==> config.mk <==
export PLATFORM = sky130hd
export DESIGN_NAME = integer_to_base_digits_unit
export DESIGN_NICKNAME = d
export VERILOG_FILES = /design/src/hw/rtl/itbd_pkg.sv /design/src/hw/rtl/itbd_front.sv /design/src/hw/rtl/itbd_queue.sv /design/src/hw/rtl/itbd_back.sv /design/src/hw/rtl/integer_to_base_digits_unit.sv
export SDC_FILE = /design/constraint.sdc
export NUM_CORES = 1
export LEC_CHECK = 0
export BUFFER_PORTS_ARGS = -buffer_cell sky130_fd_sc_hd__clkbuf_2
export CAP_MARGIN = 20
export CORE_MARGIN = 1.5
export CORE_UTILIZATION = 35
export DETAILED_ROUTE_END_ITERATION = 12
export HOLD_SLACK_MARGIN = 0.02
export PLACE_DENSITY = 0.62
export SKIP_CTS_REPAIR_TIMING = 1
export SLEW_MARGIN = 20
export SYNTH_ARGS = -nofsm -noshare
export SYNTH_HDL_FRONTEND = slang
export SYNTH_SLANG_ARGS = --single-unit
==> constraint.sdc <==
create_clock -name clk -period 11.7 [get_ports clk]
set_input_delay 2.34 -clock clk [delete_from_list [all_inputs] [get_ports clk]]
set_output_delay 2.34 -clock clk [all_outputs]
set_load 0.02 [all_outputs]
==> src/hw/rtl/itbd_pkg.sv <==
// Shared types, constants and helper functions for the integer to base digits unit.
// Used by every module under hw/rtl; depends on nothing else.
package itbd_pkg;

    // Fixed field widths of the stream words
    localparam int IN_VALUE_BITS   = 64;
    localparam int RADIX_BITS      = 6;
    localparam int CHAR_BITS       = 7;
    localparam int S_TDATA_BITS    = 72;
    localparam int M_TDATA_BITS    = 8;

    // Sizing of the digit store and the front-to-back queue
    localparam int MAX_DIGITS      = 64;
    localparam int ADDR_BITS       = $clog2(MAX_DIGITS);
    localparam int COUNT_BITS      = ADDR_BITS + 1;
    localparam int QUEUE_DEPTH     = 2;
    localparam int DEF_VALUE_WIDTH = 64;

    // Radix limits and character codes
    localparam logic [RADIX_BITS-1:0] RADIX_MIN  = 6'd2;
    localparam logic [RADIX_BITS-1:0] RADIX_MAX  = 6'd36;
    localparam logic [RADIX_BITS-1:0] DEC_DIGITS = 6'd10;
    localparam logic [CHAR_BITS-1:0]  CHAR_ZERO  = 7'h30;
    localparam logic [CHAR_BITS-1:0]  CHAR_ALPHA = 7'h41;

    // Classified command that travels with each value through the queue
    typedef struct packed {
        logic                  bad;
        logic [RADIX_BITS-1:0] radix;
    } itbd_cmd_t;

    // One result word as held in the output register
    typedef struct packed {
        logic [CHAR_BITS-1:0] digit_char;
        logic                 last;
        logic                 bad_radix;
    } itbd_out_t;

    // Back-end sequencer states
    typedef enum logic [2:0] {
        ST_IDLE,
        ST_DIV,
        ST_STORE,
        ST_READ,
        ST_SEND
    } itbd_state_t;

    // Remainder code to ASCII: decimal digits first, then capital letters.
    function automatic logic [CHAR_BITS-1:0] code_to_ascii(input logic [RADIX_BITS-1:0] code);
        logic [CHAR_BITS-1:0] wide;
        wide = {1'b0, code};
        if (code < DEC_DIGITS)
        begin
            return CHAR_ZERO + wide;
        end
        return CHAR_ALPHA + wide - {1'b0, DEC_DIGITS};
    endfunction

endpackage

==> src/hw/rtl/itbd_front.sv <==
// Front end: takes input words, masks the value and classifies the radix.
// Depends on itbd_pkg.
module itbd_front
    import itbd_pkg::*;
#(
    parameter int VALUE_WIDTH = DEF_VALUE_WIDTH
)
(
    input  logic                     in_valid,
    output logic                     in_ready,
    input  logic [IN_VALUE_BITS-1:0] value,
    input  logic [RADIX_BITS-1:0]    radix,
    output logic                     push_valid,
    input  logic                     push_ready,
    output logic [VALUE_WIDTH-1:0]   push_value,
    output itbd_cmd_t                push_cmd
);

    // A word is taken whenever the queue has room.
    assign in_ready   = push_ready;
    assign push_valid = in_valid;

    // Bits above the configured width are ignored.
    assign push_value = value[VALUE_WIDTH-1:0];

    // Radix below two is an error; radix above the alphabet saturates.
    always_comb
    begin
        push_cmd.bad   = (radix < RADIX_MIN);
        push_cmd.radix = (radix > RADIX_MAX) ? RADIX_MAX : radix;
    end

endmodule

==> src/hw/rtl/itbd_queue.sv <==
// Short first-in first-out queue that decouples the front end from the back end.
// Depends on itbd_pkg.
module itbd_queue
    import itbd_pkg::*;
#(
    parameter int WIDTH = DEF_VALUE_WIDTH + RADIX_BITS + 1,
    parameter int DEPTH = QUEUE_DEPTH
)
(
    input  logic             clk,
    input  logic             rst_n,
    input  logic             push_valid,
    output logic             push_ready,
    input  logic [WIDTH-1:0] push_data,
    output logic             pop_valid,
    input  logic             pop_ready,
    output logic [WIDTH-1:0] pop_data
);

    localparam int PW = (DEPTH > 1) ? $clog2(DEPTH) : 1;
    localparam int CW = $clog2(DEPTH + 1);
    localparam logic [CW-1:0] FULL_COUNT = CW'(DEPTH);
    localparam logic [PW-1:0] LAST_SLOT  = PW'(DEPTH - 1);

    logic [WIDTH-1:0] slot_reg [DEPTH];
    logic [PW-1:0]    wr_ptr_reg, wr_ptr_next;
    logic [PW-1:0]    rd_ptr_reg, rd_ptr_next;
    logic [CW-1:0]    cnt_reg, cnt_next;
    logic             do_push, do_pop;

    // Handshake and occupancy
    assign push_ready = (cnt_reg != FULL_COUNT);
    assign pop_valid  = (cnt_reg != '0);
    assign pop_data   = slot_reg[rd_ptr_reg];
    assign do_push    = push_valid && push_ready;
    assign do_pop     = pop_valid && pop_ready;

    // Pointer and count updates, wrapping at the last slot
    always_comb
    begin
        wr_ptr_next = wr_ptr_reg;
        rd_ptr_next = rd_ptr_reg;
        cnt_next    = cnt_reg;
        if (do_push)
        begin
            wr_ptr_next = (wr_ptr_reg == LAST_SLOT) ? '0 : wr_ptr_reg + 1'b1;
        end
        if (do_pop)
        begin
            rd_ptr_next = (rd_ptr_reg == LAST_SLOT) ? '0 : rd_ptr_reg + 1'b1;
        end
        if (do_push && !do_pop)
        begin
            cnt_next = cnt_reg + 1'b1;
        end
        else if (do_pop && !do_push)
        begin
            cnt_next = cnt_reg - 1'b1;
        end
    end

    always_ff @(posedge clk or negedge rst_n)
    begin
        if (!rst_n)
        begin
            wr_ptr_reg <= '0;
            rd_ptr_reg <= '0;
            cnt_reg    <= '0;
        end
        else
        begin
            wr_ptr_reg <= wr_ptr_next;
            rd_ptr_reg <= rd_ptr_next;
            cnt_reg    <= cnt_next;
        end
    end

    // Storage slots
    always_ff @(posedge clk)
    begin
        if (do_push)
        begin
            slot_reg[wr_ptr_reg] <= push_data;
        end
    end

`ifndef SYNTHESIS
    // Occupancy never goes past the number of slots.
    a_count_bound: assert property (@(posedge clk) disable iff (!rst_n)
        cnt_reg <= FULL_COUNT)
        else $error("queue count exceeds depth");
`endif

endmodule

==> src/hw/rtl/itbd_back.sv <==
// Back end: bit-serial division by the radix, digit store and most-significant-first emission.
// Depends on itbd_pkg.
module itbd_back
    import itbd_pkg::*;
#(
    parameter int VALUE_WIDTH = DEF_VALUE_WIDTH
)
(
    input  logic                   clk,
    input  logic                   rst_n,
    input  logic                   q_valid,
    output logic                   q_ready,
    input  logic [VALUE_WIDTH-1:0] q_value,
    input  itbd_cmd_t              q_cmd,
    output logic                   out_valid,
    input  logic                   out_ready,
    output itbd_out_t              out_word
);

    localparam int BW = (VALUE_WIDTH > 1) ? $clog2(VALUE_WIDTH) : 1;
    localparam logic [BW-1:0]         BIT_TOP   = BW'(VALUE_WIDTH - 1);
    localparam logic [COUNT_BITS-1:0] COUNT_TOP = COUNT_BITS'(MAX_DIGITS - 1);

    itbd_state_t             state_reg, state_next;
    logic [VALUE_WIDTH-1:0]  quot_reg, quot_next;
    logic [RADIX_BITS-1:0]   rem_reg, rem_next;
    logic [RADIX_BITS-1:0]   radix_reg, radix_next;
    logic [BW-1:0]           bit_reg, bit_next;
    logic [COUNT_BITS-1:0]   n_reg, n_next;
    logic [ADDR_BITS-1:0]    ptr_reg, ptr_next;
    logic [RADIX_BITS-1:0]   rd_reg;
    logic                    out_valid_reg, out_valid_next;
    itbd_out_t               out_reg, out_next;
    logic                    load_out;
    logic                    mem_we;
    logic                    out_free;
    logic [RADIX_BITS:0]     trial;
    logic [RADIX_BITS:0]     diff;
    logic                    fits;
    logic [RADIX_BITS-1:0]   digit_mem [MAX_DIGITS];

    assign out_free  = !out_valid_reg || out_ready;
    assign out_valid = out_valid_reg;
    assign out_word  = out_reg;

    // One restoring division step: shift in the next dividend bit, try the subtract.
    assign trial = {rem_reg, quot_reg[VALUE_WIDTH-1]};
    assign diff  = trial - {1'b0, radix_reg};
    assign fits  = (trial >= {1'b0, radix_reg});

    // Sequencer: next state and datapath control
    always_comb
    begin
        state_next = state_reg;
        quot_next  = quot_reg;
        rem_next   = rem_reg;
        radix_next = radix_reg;
        bit_next   = bit_reg;
        n_next     = n_reg;
        ptr_next   = ptr_reg;
        out_next   = out_reg;
        load_out   = 1'b0;
        mem_we     = 1'b0;
        q_ready    = 1'b0;
        unique case (state_reg)
            ST_IDLE:
            begin
                q_ready = out_free;
                if (q_valid && out_free)
                begin
                    if (q_cmd.bad)
                    begin
                        load_out            = 1'b1;
                        out_next.digit_char = '0;
                        out_next.last       = 1'b1;
                        out_next.bad_radix  = 1'b1;
                    end
                    else
                    begin
                        quot_next  = q_value;
                        radix_next = q_cmd.radix;
                        rem_next   = '0;
                        bit_next   = BIT_TOP;
                        n_next     = '0;
                        state_next = ST_DIV;
                    end
                end
            end
            ST_DIV:
            begin
                rem_next  = fits ? diff[RADIX_BITS-1:0] : trial[RADIX_BITS-1:0];
                quot_next = {quot_reg[VALUE_WIDTH-2:0], fits};
                bit_next  = bit_reg - 1'b1;
                if (bit_reg == '0)
                begin
                    state_next = ST_STORE;
                end
            end
            ST_STORE:
            begin
                mem_we = 1'b1;
                n_next = n_reg + 1'b1;
                if (quot_reg == '0 || n_reg == COUNT_TOP)
                begin
                    ptr_next   = n_reg[ADDR_BITS-1:0];
                    state_next = ST_READ;
                end
                else
                begin
                    rem_next   = '0;
                    bit_next   = BIT_TOP;
                    state_next = ST_DIV;
                end
            end
            ST_READ:
            begin
                state_next = ST_SEND;
            end
            ST_SEND:
            begin
                if (out_free)
                begin
                    load_out            = 1'b1;
                    out_next.digit_char = code_to_ascii(rd_reg);
                    out_next.last       = (ptr_reg == '0);
                    out_next.bad_radix  = 1'b0;
                    if (ptr_reg == '0)
                    begin
                        state_next = ST_IDLE;
                    end
                    else
                    begin
                        ptr_next   = ptr_reg - 1'b1;
                        state_next = ST_READ;
                    end
                end
            end
            default:
            begin
                state_next = ST_IDLE;
            end
        endcase
    end

    // Output register holds a word until the receiver takes it.
    always_comb
    begin
        if (load_out)
        begin
            out_valid_next = 1'b1;
        end
        else if (out_ready)
        begin
            out_valid_next = 1'b0;
        end
        else
        begin
            out_valid_next = out_valid_reg;
        end
    end

    // Control registers
    always_ff @(posedge clk or negedge rst_n)
    begin
        if (!rst_n)
        begin
            state_reg     <= ST_IDLE;
            n_reg         <= '0;
            out_valid_reg <= 1'b0;
        end
        else
        begin
            state_reg     <= state_next;
            n_reg         <= n_next;
            out_valid_reg <= out_valid_next;
        end
    end

    // Datapath registers
    always_ff @(posedge clk)
    begin
        quot_reg  <= quot_next;
        rem_reg   <= rem_next;
        radix_reg <= radix_next;
        bit_reg   <= bit_next;
        ptr_reg   <= ptr_next;
        out_reg   <= out_next;
    end

    // Digit store, least significant digit at the lowest address
    always_ff @(posedge clk)
    begin
        if (mem_we)
        begin
            digit_mem[n_reg[ADDR_BITS-1:0]] <= rem_reg;
        end
        if (state_reg == ST_READ)
        begin
            rd_reg <= digit_mem[ptr_reg];
        end
    end

`ifndef SYNTHESIS
    // Division only ever runs with a valid, saturated radix.
    a_radix_range: assert property (@(posedge clk) disable iff (!rst_n)
        (state_reg == ST_DIV || state_reg == ST_STORE)
            |-> (radix_reg >= RADIX_MIN && radix_reg <= RADIX_MAX))
        else $error("division running with radix out of range");

    // A finished division leaves a remainder below the radix.
    a_rem_bound: assert property (@(posedge clk) disable iff (!rst_n)
        (state_reg == ST_STORE) |-> (rem_reg < radix_reg))
        else $error("remainder not below radix");

    // Sending the least significant stored digit ends the run with a flagged word.
    a_run_end: assert property (@(posedge clk) disable iff (!rst_n)
        (state_reg == ST_SEND && out_free && ptr_reg == '0)
            |=> (state_reg == ST_IDLE && out_valid_reg && out_reg.last))
        else $error("run did not end with last digit");
`endif

endmodule

==> src/hw/rtl/integer_to_base_digits_unit.sv <==
// Top level of the integer to base digits unit: stream ports, front end, queue, back end.
// Depends on itbd_pkg, itbd_front, itbd_queue and itbd_back.
//
// Usage: each input word carries an unsigned value and a radix. The unit
// answers with the value's digits in that radix, most significant first, as
// ASCII ('0'-'9', then 'A'-'Z'), one digit per output word, with tlast on the
// final digit. A radix of 0 or 1 gives a single word with tuser set, tlast set
// and a zero character. A radix above 36 is treated as 36.
// Operation: each digit comes from the bit-serial divider, one dividend bit per
// cycle, most significant first, followed by a store into the digit memory; each
// digit is then read back from the digit memory and presented, in the ST_READ and
// ST_SEND states, where a stalled receiver holds the back end. No digit is presented
// until every digit of the value has been divided out and stored. An error word
// goes to the output register straight from the idle state, with no division. The
// back end takes the next word from the queue only once the last digit is
// sent; a two-entry queue lets the source hand over words while a conversion runs.
// Reset clears the queue, the sequencer and the output valid flag; no clearing
// pass is needed. When the receiver stalls, the current word holds in the
// output register and the back end waits; the queue fills and then tready drops.
module integer_to_base_digits_unit
    import itbd_pkg::*;
#(
    parameter int VALUE_WIDTH = DEF_VALUE_WIDTH
)
(
    input  logic                    clk,
    input  logic                    rst_n,
    input  logic                    s_axis_tvalid,
    output logic                    s_axis_tready,
    input  logic [S_TDATA_BITS-1:0] s_axis_tdata,  // [63:0] value, [69:64] radix, rest zero
    output logic                    m_axis_tvalid,
    input  logic                    m_axis_tready,
    output logic [M_TDATA_BITS-1:0] m_axis_tdata,  // [6:0] digit_char, [7] zero
    output logic                    m_axis_tlast,
    output logic                    m_axis_tuser   // [0] bad_radix
);

    localparam int QW = VALUE_WIDTH + RADIX_BITS + 1;

    logic                   push_valid, push_ready;
    logic [VALUE_WIDTH-1:0] push_value;
    itbd_cmd_t              push_cmd;
    logic                   pop_valid, pop_ready;
    logic [QW-1:0]          pop_data;
    logic [VALUE_WIDTH-1:0] pop_value;
    itbd_cmd_t              pop_cmd;
    itbd_out_t              out_word;

    // Classification of incoming words
    itbd_front #(
        .VALUE_WIDTH (VALUE_WIDTH)
    ) u_front (
        .in_valid   (s_axis_tvalid),
        .in_ready   (s_axis_tready),
        .value      (s_axis_tdata[IN_VALUE_BITS-1:0]),
        .radix      (s_axis_tdata[IN_VALUE_BITS+RADIX_BITS-1:IN_VALUE_BITS]),
        .push_valid (push_valid),
        .push_ready (push_ready),
        .push_value (push_value),
        .push_cmd   (push_cmd)
    );

    // Queue between front and back
    itbd_queue #(
        .WIDTH (QW),
        .DEPTH (QUEUE_DEPTH)
    ) u_queue (
        .clk        (clk),
        .rst_n      (rst_n),
        .push_valid (push_valid),
        .push_ready (push_ready),
        .push_data  ({push_cmd, push_value}),
        .pop_valid  (pop_valid),
        .pop_ready  (pop_ready),
        .pop_data   (pop_data)
    );

    assign pop_value = pop_data[VALUE_WIDTH-1:0];
    assign pop_cmd   = pop_data[QW-1:VALUE_WIDTH];

    // Conversion and emission
    itbd_back #(
        .VALUE_WIDTH (VALUE_WIDTH)
    ) u_back (
        .clk       (clk),
        .rst_n     (rst_n),
        .q_valid   (pop_valid),
        .q_ready   (pop_ready),
        .q_value   (pop_value),
        .q_cmd     (pop_cmd),
        .out_valid (m_axis_tvalid),
        .out_ready (m_axis_tready),
        .out_word  (out_word)
    );

    // Output word packing
    assign m_axis_tdata = {1'b0, out_word.digit_char};
    assign m_axis_tlast = out_word.last;
    assign m_axis_tuser = out_word.bad_radix;

endmodule

Word-level counts from Yosys, hierarchy flattened
Memory sizes are Yosys's and may differ from the RTL's. A register that Yosys moved wholly into a read port is not among the register bits.
Index checks and enable logic that the tools add are counted.
{"block": "op_classes", "addsub": 11, "n_lt_le_gt_ge": 4, "eq_ne": 14, "n_mux": 52, "n_bitwise": 1, "reduce_logical": 29}
{"operator": "64-bit 2-to-1 mux", "n": 2}
{"operator": "64-bit one-hot mux with 2 select lines", "n": 1}
{"operator": "6-bit 2-to-1 mux", "n": 11}
{"operator": "64-bit logical NOT", "n": 1}
{"operator": "6-bit one-hot mux with 3 select lines", "n": 2}
{"operator": "7-bit 2-to-1 mux", "n": 4}
{"operator": "9-bit 2-to-1 mux", "n": 3}
{"operator": "9-bit one-hot mux with 2 select lines", "n": 1}
{"operator": "1-bit 2-to-1 mux", "n": 16}
{"operator": "4-bit AND reduction", "n": 4}
{"operator": "3-bit one-hot mux with 5 select lines", "n": 1}
{"operator": "7-bit one-hot mux with 2 select lines", "n": 1}
{"operator": "2-bit nonzero test", "n": 7}
{"operator": "6-bit logical NOT", "n": 2}
{"operator": "3-bit 2-to-1 mux", "n": 4}
{"operator": "6-bit one-hot mux with 2 select lines", "n": 1}
{"operator": "6-bit by 1-bit subtractor with 6-bit output, second input constant", "n": 2}
{"operator": "2-bit != test, second input constant", "n": 5}
{"operator": "3-bit AND reduction", "n": 3}
{"operator": "2-bit 2-to-1 mux", "n": 4}
{"operator": "2-bit by 1-bit != test with 1-bit output, second input constant", "n": 4}
{"operator": "6-bit by 6-bit adder with 7-bit output, first input constant", "n": 1}
{"operator": "7-bit by 1-bit adder with 7-bit output, second input constant", "n": 1}
{"operator": "7-bit by 6-bit adder with 7-bit output, first input constant", "n": 1}
{"operator": "20 further kinds", "n": 29}
{"block": "word_totals", "ff_bits": 112, "ram_bits": 526, "input_bits": 76, "n_memories": 2}
{"memory": "u_back.digit_mem", "words": 64, "word_bits": 6, "read_ports": 1, "rd_ports_with_merged_regs": 1, "wr": 1, "line": "itbd_back.sv:40", "text": "logic [RADIX_BITS-1:0] digit_mem [MAX_DIGITS];"}
{"memory": "u_queue.slot_reg", "words": 2, "word_bits": 71, "read_ports": 1, "rd_ports_with_merged_regs": 0, "wr": 1, "line": "itbd_queue.sv:25", "text": "logic [WIDTH-1:0] slot_reg [DEPTH];"}

Logic depth before layout (Yosys ltp)
Gate-level depths: netlist (run 1).
{"block": "logic_depth", "ltp_word": 7, "depth_mapped": 10, "depth_no_buf": 9}

By module
From an unflattened synthesis (run 1), not the netlist that was laid out.
{"block": "unflattened", "cells_unflattened": 1584, "area_unflattened_um2": 26900.8}
{"module": "itbd_back", "n_inst": 1, "cells_each": 1268, "area_each_um2": 20663.6}
{"module": "itbd_queue", "n_inst": 1, "cells_each": 239, "area_each_um2": 5667.9}
{"module": "itbd_front", "n_inst": 1, "cells_each": 75, "area_each_um2": 558.0}
{"module": "integer_to_base_digits_unit", "n_inst": 1, "cells_each": 2, "area_each_um2": 11.3}

Least setup slack after synthesis (run 1)
OpenSTA, ideal clock, no wires.
{"block": "synth_timing", "kind": "input to register", "start": "input m_axis_tready", "end": "register u_back.quot_reg[0], enable pin", "arrival_ns": 7.084, "required_ns": 11.136, "slack_ns": 4.052, "stages": 4, "path_buffers": 0, "path_cell_list": "nand2b_1 > o211a_1 > nor2_1 > nor3_1"}
{"block": "synth_between", "elab_chain_cells": 4}
{"element": "start: declaration", "line": "integer_to_base_digits_unit.sv:32", "text": "input logic m_axis_tready,"}
{"element": "1-bit logical OR", "line": "itbd_back.sv:42", "text": "assign out_free = !out_valid_reg || out_ready;"}
{"element": "1-bit logical AND", "line": "itbd_back.sv:69", "text": "if (q_valid && out_free)"}
{"element": "2-bit by 1-bit != test with 1-bit output (no line)"}
{"element": "3-bit AND reduction (no line)"}
{"element": "end signal: assignment", "line": "itbd_back.sv:182", "text": "quot_reg <= quot_next;"}
{"element": "end: declaration", "line": "itbd_back.sv:25", "text": "logic [VALUE_WIDTH-1:0] quot_reg, quot_next;"}
No other way between the ends.
A chain may end at the register's enable or synchronous reset.

Worst setup path after layout (run 1)
{"block": "layout_timing", "start": "register u_queue.cnt_reg[0]", "end": "output s_axis_tready"}
{"block": "layout_between", "elab_chain_cells": 1}
{"element": "start: declaration", "line": "itbd_queue.sv:28", "text": "logic [CW-1:0] cnt_reg, cnt_next;"}
{"element": "start signal: assignment", "line": "itbd_queue.sv:74", "text": "cnt_reg <= cnt_next;"}
{"element": "2-bit != test", "line": "itbd_queue.sv:32", "text": "assign push_ready = (cnt_reg != FULL_COUNT);"}
{"element": "end: declaration", "line": "integer_to_base_digits_unit.sv:29", "text": "output logic s_axis_tready,"}
No other way between the ends.

==> reports/metrics.cfg, run 1 <==
[critical_path]
worstPathMaxFanout=5
r2r_end=u_back.rd_reg[3]
ff2ff_setup_slack_ns=8.14
r2r-start=u_back.ptr_reg[0]
path_class=reg2out
ff2ff_path_depth=7
startpoint_type=flop
arrival_ns=1.48
endpoint_kind=output pin
crit_required_ns=9.36

[placement]
io_buffer_count=84
dp_slack_ns=6.99
dpl.hpwl_um=33300
place_congestion=0.812

[timing]
skew_ns=0.0338
worst_pin_slew_ns=0.968
finalSetupTns_ns=0
fmax_mhz=262
max_slew_margin=0.355
rsz0062_at_grt=false
fin_crit_ns=3.82
worst_slack_ns=7.88
period_share=0.326
slew_violations=0
finalHoldViolCount=0
setup_viol=0

[drt]
dr.pass1.iters=5
drtIter0Drc=1146
drcViolationCount=0
drtAntennaViolNets=0
drt_wl_total_um=53800
dr_total_vias=13200
wire_per_inst_um=20.9
vias_per_cell=5.13

[yosys]
synthesis.area_mm2=0.0257
ys_warn_count=0
netlist_instances=1478
synthArstFlopShare=0.0233
synth-seq-cells=644
synth.distinct_cells=69
seq_area_frac_synth=0.748
ys.flop_type=edfxtp_1
synth-edff-count=629
synth_area_per_cell_um2=17.4
syn-num-nets=1570

[floorplan]
coreArea_mm2=0.0728
dieWidth_um=274
dieArea_mm2=0.0752
ios=88
start_util=0.353
placementRows=99
die_h_um=274

[pwr]
ir_drop_uv=148
internal_power_w=0.00467
netSwitchingPower_w=0.00189
clock_power_share=0.291
finalPower_w=0.00656
combPwrFrac=0.196
p_per_area_mw_per_mm2=226
p_sw_frac=0.288
seqPwrFrac=0.513
cellLeakagePower_nw=9.61

[outcome]
run_status=completed

[finish]
drive_gt1_frac=0.176
fin_nets=1663
diodes=0
multiInputGateArea_mm2=0.00600
synthToLayoutAreaGrowth_pct=12.9
largest_register_ffs=384
fill_cells=6634
layout.area.seq_mm2=0.0193

[flow_run]
maxCapViolCount=0

[cts]
cts_tree=yes
clk_path_buf_depth=3
cts_max_level=2
path_clk_slew_ns=0.07
clk-insertion-delay-late_ns=0.64
cts.sinks=644
numCtsBuffers=60
cts_root_buffer=clkbuf_16

[grt]
antenna_found_initial=0
grt_overflow=0
grt_pass1_wl_um=81300
grt_pass1_vias=13500
grtUsageTotal=0.143
grt_start_max_net_pins=75

[min_path]
hold_depth=1
hold_start=u_queue.cnt_reg[1]
whs_endpoint=u_queue.cnt_reg[1]
hold_path_class=reg2reg

[metrics by stage]
stage               cell area [µm²]  cells  utilization  hold WS, ns
floorplan                     25700   1478            -        0.461
global placement              27100   2468        0.372        0.515
detailed placement            27100   2468        0.372        0.527
CTS                           29000   2576        0.399        0.535
global route                  29100   2576        0.399        0.560
finish                        29100   2576        0.399        0.532
[how the worst max path moves through the flow]
stage	from	endpoint	slack, ns	depth (start not counted)
4_1_cts	m_axis_tready	u_back.radix_reg[5]	7.66	5
5_1_grt	u_queue.cnt_reg[0]	s_axis_tready	7.80	2
3_5_place_dp	m_axis_tready	u_back.radix_reg[4]	6.99	5
3_3_place_gp	m_axis_tready	u_back.radix_reg[2]	7.05	5
6_report	u_queue.cnt_reg[0]	s_axis_tready	7.88	2
2_1_floorplan	m_axis_tready	u_back.quot_reg[0]	4.05	4
[Yosys cell counts (9+ instances only)]
library cell  number  area (µm²)
dfrtp_1           15         375
mux4_2            74        1670
mux2_2            12         135
clkbuf_1          34         128
buf_6             11         124
mux4_1             9         236
nand3_1           17        85.1
nand2_1          118         443
buf_2             12        60.1
a21oi_1           19        95.1
ha_1              15         188
o21ai_0           92         460
nor2_1           107         402
nor3_1            10        50.1
nor4_1            17         106
a22oi_1           12        90.1
nor2b_1            9        56.3
mux2i_1           91         911
xnor2_1           12         105
edfxtp_1         629       18900
inv_1             19        71.3
xor2_1            10        87.6
o22ai_1           14        87.6
[worst max-delay path, stage by stage (launching register included)]
cell,delay [ns]
dfrtp_1,0.44
nand2b_1,0.23
clkbuf_2,0.18
[kinds of logic after synthesis]
group | Yosys count | synth area share
AOI/OAI and AO/OA | 190 | 0.0454
xor gates and xnor gates | 22 | 0.00749
adders and majority gates | 16 | 0.00807
buffers and inverters | 95 | 0.0194
DFF | 644 | 0.748
muxes | 186 | 0.115
other | 1 | 0.000146
and+or+nand+nor | 324 | 0.0565
[power groups by stage]
stage               logic [W]  clock network [W]  registers, W
finish                0.00128            0.00191       0.00336
floorplan            0.000833                  0       0.00345
CTS                   0.00131            0.00195       0.00337
global route          0.00143            0.00203       0.00340
global placement      0.00126                  0       0.00340
detailed placement    0.00130                  0       0.00342
[layout make-up]
| class | count | share of cell area |
|---|---|---|
| Sequential cell | 644 | 0.663 |
| Multi-Input combinational cell | 739 | 0.207 |
| Timing Repair Buffer | 106 | 0.0202 |
| Clock inverter | 34 | 0.0119 |
| Clock buffer | 74 | 0.0542 |
| Inverter | 20 | 0.00258 |
| Tap cell | 959 | 0.0413 |
[placed cells by master (no fill, tap or decap), types with 9 or more instances in the layout]
| master | synthesis | final |
|---|---|---|
| edfxtp_1 | 629 | 629 |
| inv_1 | 19 | 19 |
| clkinv_2 | 0 | 10 |
| nand2_1 | 118 | 118 |
| o22ai_1 | 14 | 14 |
| a22oi_1 | 12 | 12 |
| nor2_1 | 107 | 105 |
| ha_1 | 15 | 15 |
| clkbuf_1 | 34 | 13 |
| mux4_2 | 74 | 74 |
| mux4_1 | 9 | 9 |
| dfrtp_1 | 15 | 14 |
| xor2_1 | 10 | 10 |
| nand3_1 | 17 | 17 |
| mux2i_1 | 91 | 91 |
| nor3_1 | 10 | 9 |
| a21oi_1 | 19 | 19 |
| clkbuf_2 | 2 | 84 |
| xnor2_1 | 12 | 12 |
| clkbuf_16 | 0 | 61 |
| o21ai_0 | 92 | 92 |
| clkinv_1 | 1 | 15 |
| buf_4 | 4 | 22 |
| nor4_1 | 17 | 17 |
| mux2_2 | 12 | 12 |
[layer usage]
metal / track usage / wire length, µm
met1: 0.183 / 22400
met2: 0.246 / 26800
met3: 0.0297 / 3330
met4: 0.0399 / 1270
met5: 0 / 0
Power figures use the tool's default switching activity.
==> run 2, diff against run 1 <==
==> constraint.sdc (replaced) <==
create_clock -name clk -period 3.7 [get_ports clk]
set_input_delay 0.74 -clock clk [delete_from_list [all_inputs] [get_ports clk]]
set_output_delay 0.74 -clock clk [all_outputs]
set_load 0.02 [all_outputs]
==> reports/metrics.cfg, run 2 (synthesized netlist as in run 1, its figures left out) <==
[timing]
hold_ws_ns=0.0170  ; was 0.532 ns
fmax_mhz=343
setup_viol=0  ; unchanged
worst_pin_slew_ns=1.01  ; was 0.968 ns
rsz0062_at_grt=false  ; unchanged
fin_crit_ns=2.92
skew_ns=0.0370  ; was 0.0338 ns
finalHoldViolCount=0  ; unchanged
slew_violations=0  ; unchanged
period_share=0.789
max_slew_margin=0.328  ; was 0.355
finalSetupTns_ns=0  ; unchanged

[critical_path]
worstPathMaxFanout=13  ; was 5
r2r-start=u_back.state_reg[2]  ; was u_back.ptr_reg[0]
arrival_ns=3.19  ; was 1.48 ns
ff2ff_path_depth=5  ; was 7
crit_path_start=u_back.state_reg[2]  ; was u_queue.cnt_reg[0]
r2r_end=u_back.digit_mem[51][5]  ; was u_back.rd_reg[3]
path_class=reg2reg  ; was reg2out
ff2ff_setup_slack_ns=0.78  ; was 8.14 ns
crit_required_ns=3.97  ; was 9.36 ns
startpoint_type=flop  ; unchanged
cp-endpoint=u_back.digit_mem[51][5]  ; was s_axis_tready
endpoint_kind=flop  ; was output pin

[finish]
layout_commonest_cell=edfxtp_1  ; unchanged
synthToLayoutAreaGrowth_pct=13.8  ; was 12.9%
fill_cells=6602  ; was 6634
layout.area.seq_mm2=0.0193  ; unchanged
diodes=0  ; unchanged
final_area_mm2=0.0293  ; was 0.0291 mm²
final_cell_mix=edfxtp_1, nand2_1, nor2_1  ; unchanged
drive_gt1_frac=0.189  ; was 0.176
largest_register_ffs=384  ; unchanged
multiInputGateArea_mm2=0.00601  ; was 0.00600 mm²
fin_nets=1675  ; was 1663

[cts]
clk-insertion-delay-late_ns=0.64  ; about the same
cts.sinks=644  ; unchanged
cts_root_buffer=clkbuf_16  ; unchanged
path_clk_slew_ns=0.07  ; about the same
cts_tree=yes  ; unchanged
numCtsBuffers=60  ; unchanged
cts_max_level=2  ; unchanged
clk_path_buf_depth=3  ; unchanged

[drt]
vias_per_cell=5.11  ; was 5.13
drcViolationCount=0  ; unchanged
dr.pass1.iters=6  ; was 5
drt_wl_total_um=53900  ; was 53800 µm
wire_per_inst_um=20.8  ; was 20.9 µm
dr_total_vias=13300  ; was 13200
drtAntennaViolNets=0  ; unchanged
drtIter0Drc=1132  ; was 1146

[placement]
dpl.hpwl_um=34000  ; was 33300 µm
placed_cell_area_mm2=0.0273  ; was 0.0271 mm²
place_congestion=0.827  ; was 0.812
io_buffer_count=84  ; unchanged

[floorplan]
start_util=0.353  ; unchanged
coreArea_mm2=0.0728  ; unchanged
dieArea_mm2=0.0752  ; unchanged
die_h_um=274  ; unchanged
dieWidth_um=274  ; unchanged
ios=88  ; unchanged
placementRows=99  ; unchanged

[pwr]
cellLeakagePower_nw=9.70  ; was 9.61 nW
p_per_area_mw_per_mm2=717  ; was 226 mW/mm²
finalPower_w=0.0210  ; was 0.00656 W
ir_drop_uv=487  ; was 148 µV

[grt]
grt_start_max_net_pins=72  ; was 75
antenna_found_initial=0  ; unchanged
grt_pass1_wl_um=82900  ; was 81300 µm
grt_pass1_vias=13800  ; was 13500
grtUsageTotal=0.144  ; was 0.143
grt_overflow=0  ; unchanged

[flow_run]
maxCapViolCount=0  ; unchanged

[outcome]
run_status=completed  ; unchanged

[min_path]
hold_path_class=in2async  ; was reg2reg

-- run 2: changes by cell type in the layout (fill, tap and decap cells not counted), sizes merged --
cell      change
buf          +12
clkinv        -4
inv           +3
clkbuf        -4
clkinvlp      +9
-- run 2: metal layers --
layer / wire length, µm / up-vias / GRT usage
met5: 0 / - / 0
met1: 21900 / 6645 / 0.191
met4: 1430 / 0 / 0.0432
met3: 3790 / 93 / 0.0278
met2: 26800 / 480 / 0.242
li1: - / 6040 / -
-- run 2: power breakdown --
| group | internal (W) | switching [W] |
|---|---|---|
| registers | 0.0100 | 0.000533 |
| clock network | 0.00347 | 0.00275 |
| logic | 0.00135 | 0.00285 |
-- run 2: metrics by stage --
stage / worst slack [ns] / std cells / util
final: 0.781 / 2592 / 0.402
after global routing: 0.577 / 2592 / 0.402
after CTS: 0.818 / 2592 / 0.402
after detailed placement: 0.838 / 2480 / 0.375
after global placement: 0.874 / 2480 / 0.375
after floorplan: 0.587 / 1478 / -
-- run 2: worst min path at each step --
stage	from	to	slack [ns]	depth (start not counted)
6_report	rst_n	u_back.out_valid	0.02	1
5_1_grt	rst_n	u_back.out_valid	0.03	1
4_1_cts	rst_n	u_back.out_valid	-0.0004	1
3_5_place_dp	u_queue.cnt_reg[1]	u_queue.cnt_reg[1]	0.52	1
3_3_place_gp	u_queue.cnt_reg[1]	u_queue.cnt_reg[1]	0.52	1
2_1_floorplan	rst_n	u_back.n_reg[0]	0.44	0
-- run 2: cell type report --
cell class / instances / area share
Sequential cell: 644 / 0.658
Multi-Input combinational cell: 739 / 0.205
Clock buffer: 70 / 0.0533
Tap cell: 959 / 0.0410
Timing Repair Buffer: 118 / 0.0252
Clock inverter: 42 / 0.0150
Inverter: 20 / 0.00256
-- run 2: worst max-delay path, cell delays in order, from the launching register on --
cell and delay [ns]:
dfrtp_1 0.56, nor2_1 0.41, nand2_1 0.13, nor2_1 0.25, nand3_1 0.52, nor2_1 0.68
==> run 3, diff against run 2 <==
--- a/config.mk
+++ b/config.mk
@@ -11,7 +11,7 @@
 export CORE_UTILIZATION = 35
 export DETAILED_ROUTE_END_ITERATION = 12
 export HOLD_SLACK_MARGIN = 0.02
-export PLACE_DENSITY = 0.62
+export PLACE_DENSITY = 0.64
 export SKIP_CTS_REPAIR_TIMING = 1
 export SLEW_MARGIN = 20
 export SYNTH_ARGS = -nofsm -noshare
==> constraint.sdc (replaced) <==
create_clock -name clk -period 2.61 [get_ports clk]
set_input_delay 0.522 -clock clk [delete_from_list [all_inputs] [get_ports clk]]
set_output_delay 0.522 -clock clk [all_outputs]
set_load 0.02 [all_outputs]
==> reports/metrics.cfg, run 3 (synthesized netlist as in run 1, its figures left out) <==
[min_path]
hold_path_class=in2reg  ; was in2async

[drt]
dr_total_vias=13600  ; was 13300
drt_wl_total_um=54200  ; was 53900 µm
wire_per_inst_um=20.2  ; was 20.8 µm
drtAntennaViolNets=0  ; unchanged
dr.pass1.iters=5  ; was 6
drcViolationCount=0  ; unchanged
vias_per_cell=5.07  ; was 5.11
drtIter0Drc=928  ; was 1132

[timing]
fmax_mhz=407  ; was 343 MHz
worst_slack_ns=0.151  ; was 0.781 ns
worst_pin_slew_ns=0.918  ; was 1.01 ns
period_share=0.942  ; was 0.789
rsz0062_at_grt=false  ; unchanged
slew_violations=0  ; unchanged
finalHoldViolCount=0  ; unchanged
max_slew_margin=0.388  ; was 0.328
fin_crit_ns=2.46  ; was 2.92 ns
skew_ns=0.0376  ; was 0.0370 ns
finalSetupTns_ns=0  ; unchanged
setup_viol=0  ; unchanged

[finish]
final_area_mm2=0.0301  ; was 0.0293 mm²
fill_cells=6503  ; was 6602
layout_commonest_cell=edfxtp_1  ; unchanged
multiInputGateArea_mm2=0.00604  ; was 0.00601 mm²
layout.area.seq_mm2=0.0193  ; unchanged
final_cell_mix=edfxtp_1, nand2_1, buf_4  ; was edfxtp_1, nand2_1, nor2_1
final_util=0.413  ; was 0.402
diodes=0  ; unchanged
synthToLayoutAreaGrowth_pct=16.8  ; was 13.8%
largest_register_ffs=384  ; unchanged
drive_gt1_frac=0.233  ; was 0.189
fin_nets=1770  ; was 1675

[pwr]
clock_power_share=0.289  ; was 0.296
netSwitchingPower_w=0.00860  ; was 0.00613 W
cellLeakagePower_nw=10.2  ; was 9.70 nW
finalPower_w=0.0298  ; was 0.0210 W
combPwrFrac=0.212  ; was 0.200
internal_power_w=0.0212  ; was 0.0149 W
p_per_area_mw_per_mm2=992  ; was 717 mW/mm²
p_sw_frac=0.288  ; was 0.292
seqPwrFrac=0.499  ; was 0.504
ir_drop_uv=736  ; was 487 µV

[critical_path]
crit_required_ns=3.11  ; was 3.97 ns
startpoint_type=flop  ; unchanged
path_cells=buf_4, and2_1, a221oi_1, o21ai_0, nand2_1, nor2_1  ; was nor2_1, nand2_1, nor2_1, nand3_1, nor2_1
endpoint_kind=flop  ; unchanged
max_stage_delay_ns=0.77  ; was 0.68 ns
crit_buf_inv=1  ; was 0
cp_top_family=simple AND/OR/NAND/NOR gates  ; unchanged
path_class=reg2reg  ; unchanged
worstPathMaxFanout=14  ; was 13
ff2ff_setup_slack_ns=0.15  ; was 0.78 ns
cp_slowest_cell=and2_1  ; was nor2_1
arrival_ns=2.96  ; was 3.19 ns

[cts]
cts_root_buffer=clkbuf_16  ; unchanged
path_clk_slew_ns=0.07  ; about the same
cts.sinks=644  ; unchanged
numCtsBuffers=60  ; unchanged
cts_tree=yes  ; unchanged
clk-insertion-delay-late_ns=0.63  ; was 0.64 ns
clk_path_buf_depth=3  ; unchanged
cts_max_level=2  ; unchanged

[placement]
dp_slack_ns=0.0722  ; was 0.838 ns
dpl.hpwl_um=35000  ; was 34000 µm
placed_cell_area_mm2=0.0281  ; was 0.0273 mm²
io_buffer_count=84  ; unchanged
place_congestion=0.810  ; was 0.827

[floorplan]
dieArea_mm2=0.0752  ; unchanged
coreArea_mm2=0.0728  ; unchanged
start_util=0.353  ; unchanged
die_h_um=274  ; unchanged
dieWidth_um=274  ; unchanged
ios=88  ; unchanged
placementRows=99  ; unchanged

[outcome]
run_status=completed  ; unchanged

[grt]
grtUsageTotal=0.144  ; about the same
grt_pass1_wl_um=82100  ; was 82900 µm
antenna_found_initial=0  ; unchanged
grt_overflow=0  ; unchanged
grt_pass1_vias=13900  ; was 13800
grt_start_max_net_pins=75  ; was 72

[flow_run]
maxCapViolCount=0  ; unchanged

run 3: cell types whose count changed in the layout (fill, tap and decap cells not counted), moves of 3 or more:
cell        delta
buf_12         +6
clkinvlp_4     -8
buf_4         +88
clkbuf_1       +4
nor4_2         +3
o21ai_0        -3
nor4_1         -3
o21ai_1        +3
clkinv_2       +6
clkinv_1       +3
inv_6          -3
run 3: final timing paths:
kind | depth (start not counted) | start | end
max | 6 | u_back.ptr_reg[3] | u_back.rd_reg[1]
min | 1 | s_axis_tdata[58] | u_queue.slot_reg[0][58]
max reg2reg | 6 | u_back.ptr_reg[3] | u_back.rd_reg[1]
min reg2reg | 1 | u_queue.cnt_reg[1] | u_queue.cnt_reg[1]
max in group asynchronous | 2 | rst_n | u_queue.rd_ptr_reg
min in group asynchronous | 2 | rst_n | u_queue.rd_ptr_reg
run 3: power by group through the flow:
stage,logic [W],registers (W),clock network (W)
2_1_floorplan,0.00382,0.0154,0
3_3_place_gp,0.00623,0.0150,0
3_5_place_dp,0.00641,0.0151,0
4_1_cts,0.00642,0.0149,0.00878
5_1_grt,0.00701,0.0150,0.00917
6_report,0.00633,0.0149,0.00862
run 3: cell type report:
cell class	count	area share
inverters	20	0.00250
well taps	959	0.0399
flip-flops and latches	644	0.641
multi-input cells	739	0.201
repair buffers	213	0.0509
clock inverters	39	0.0127
clock buffers	74	0.0524
run 3: layer usage:
| layer | up-vias | wire (µm) | GRT usage |
|---|---|---|---|
| met5 | - | 0 | 0 |
| met4 | 0 | 1730 | 0.0529 |
| met3 | 101 | 3320 | 0.0266 |
| met2 | 430 | 26900 | 0.244 |
| met1 | 6866 | 22200 | 0.183 |
| li1 | 6224 | - | - |
run 3: through the flow:
step | hold slack, ns | std cells
2_1_floorplan | 0.226 | 1478
5_1_grt | 0.0604 | 2688
3_5_place_dp | 0.469 | 2574
4_1_cts | -0.210 | 2687
3_3_place_gp | 0.469 | 2574
6_report | 0.0809 | 2688
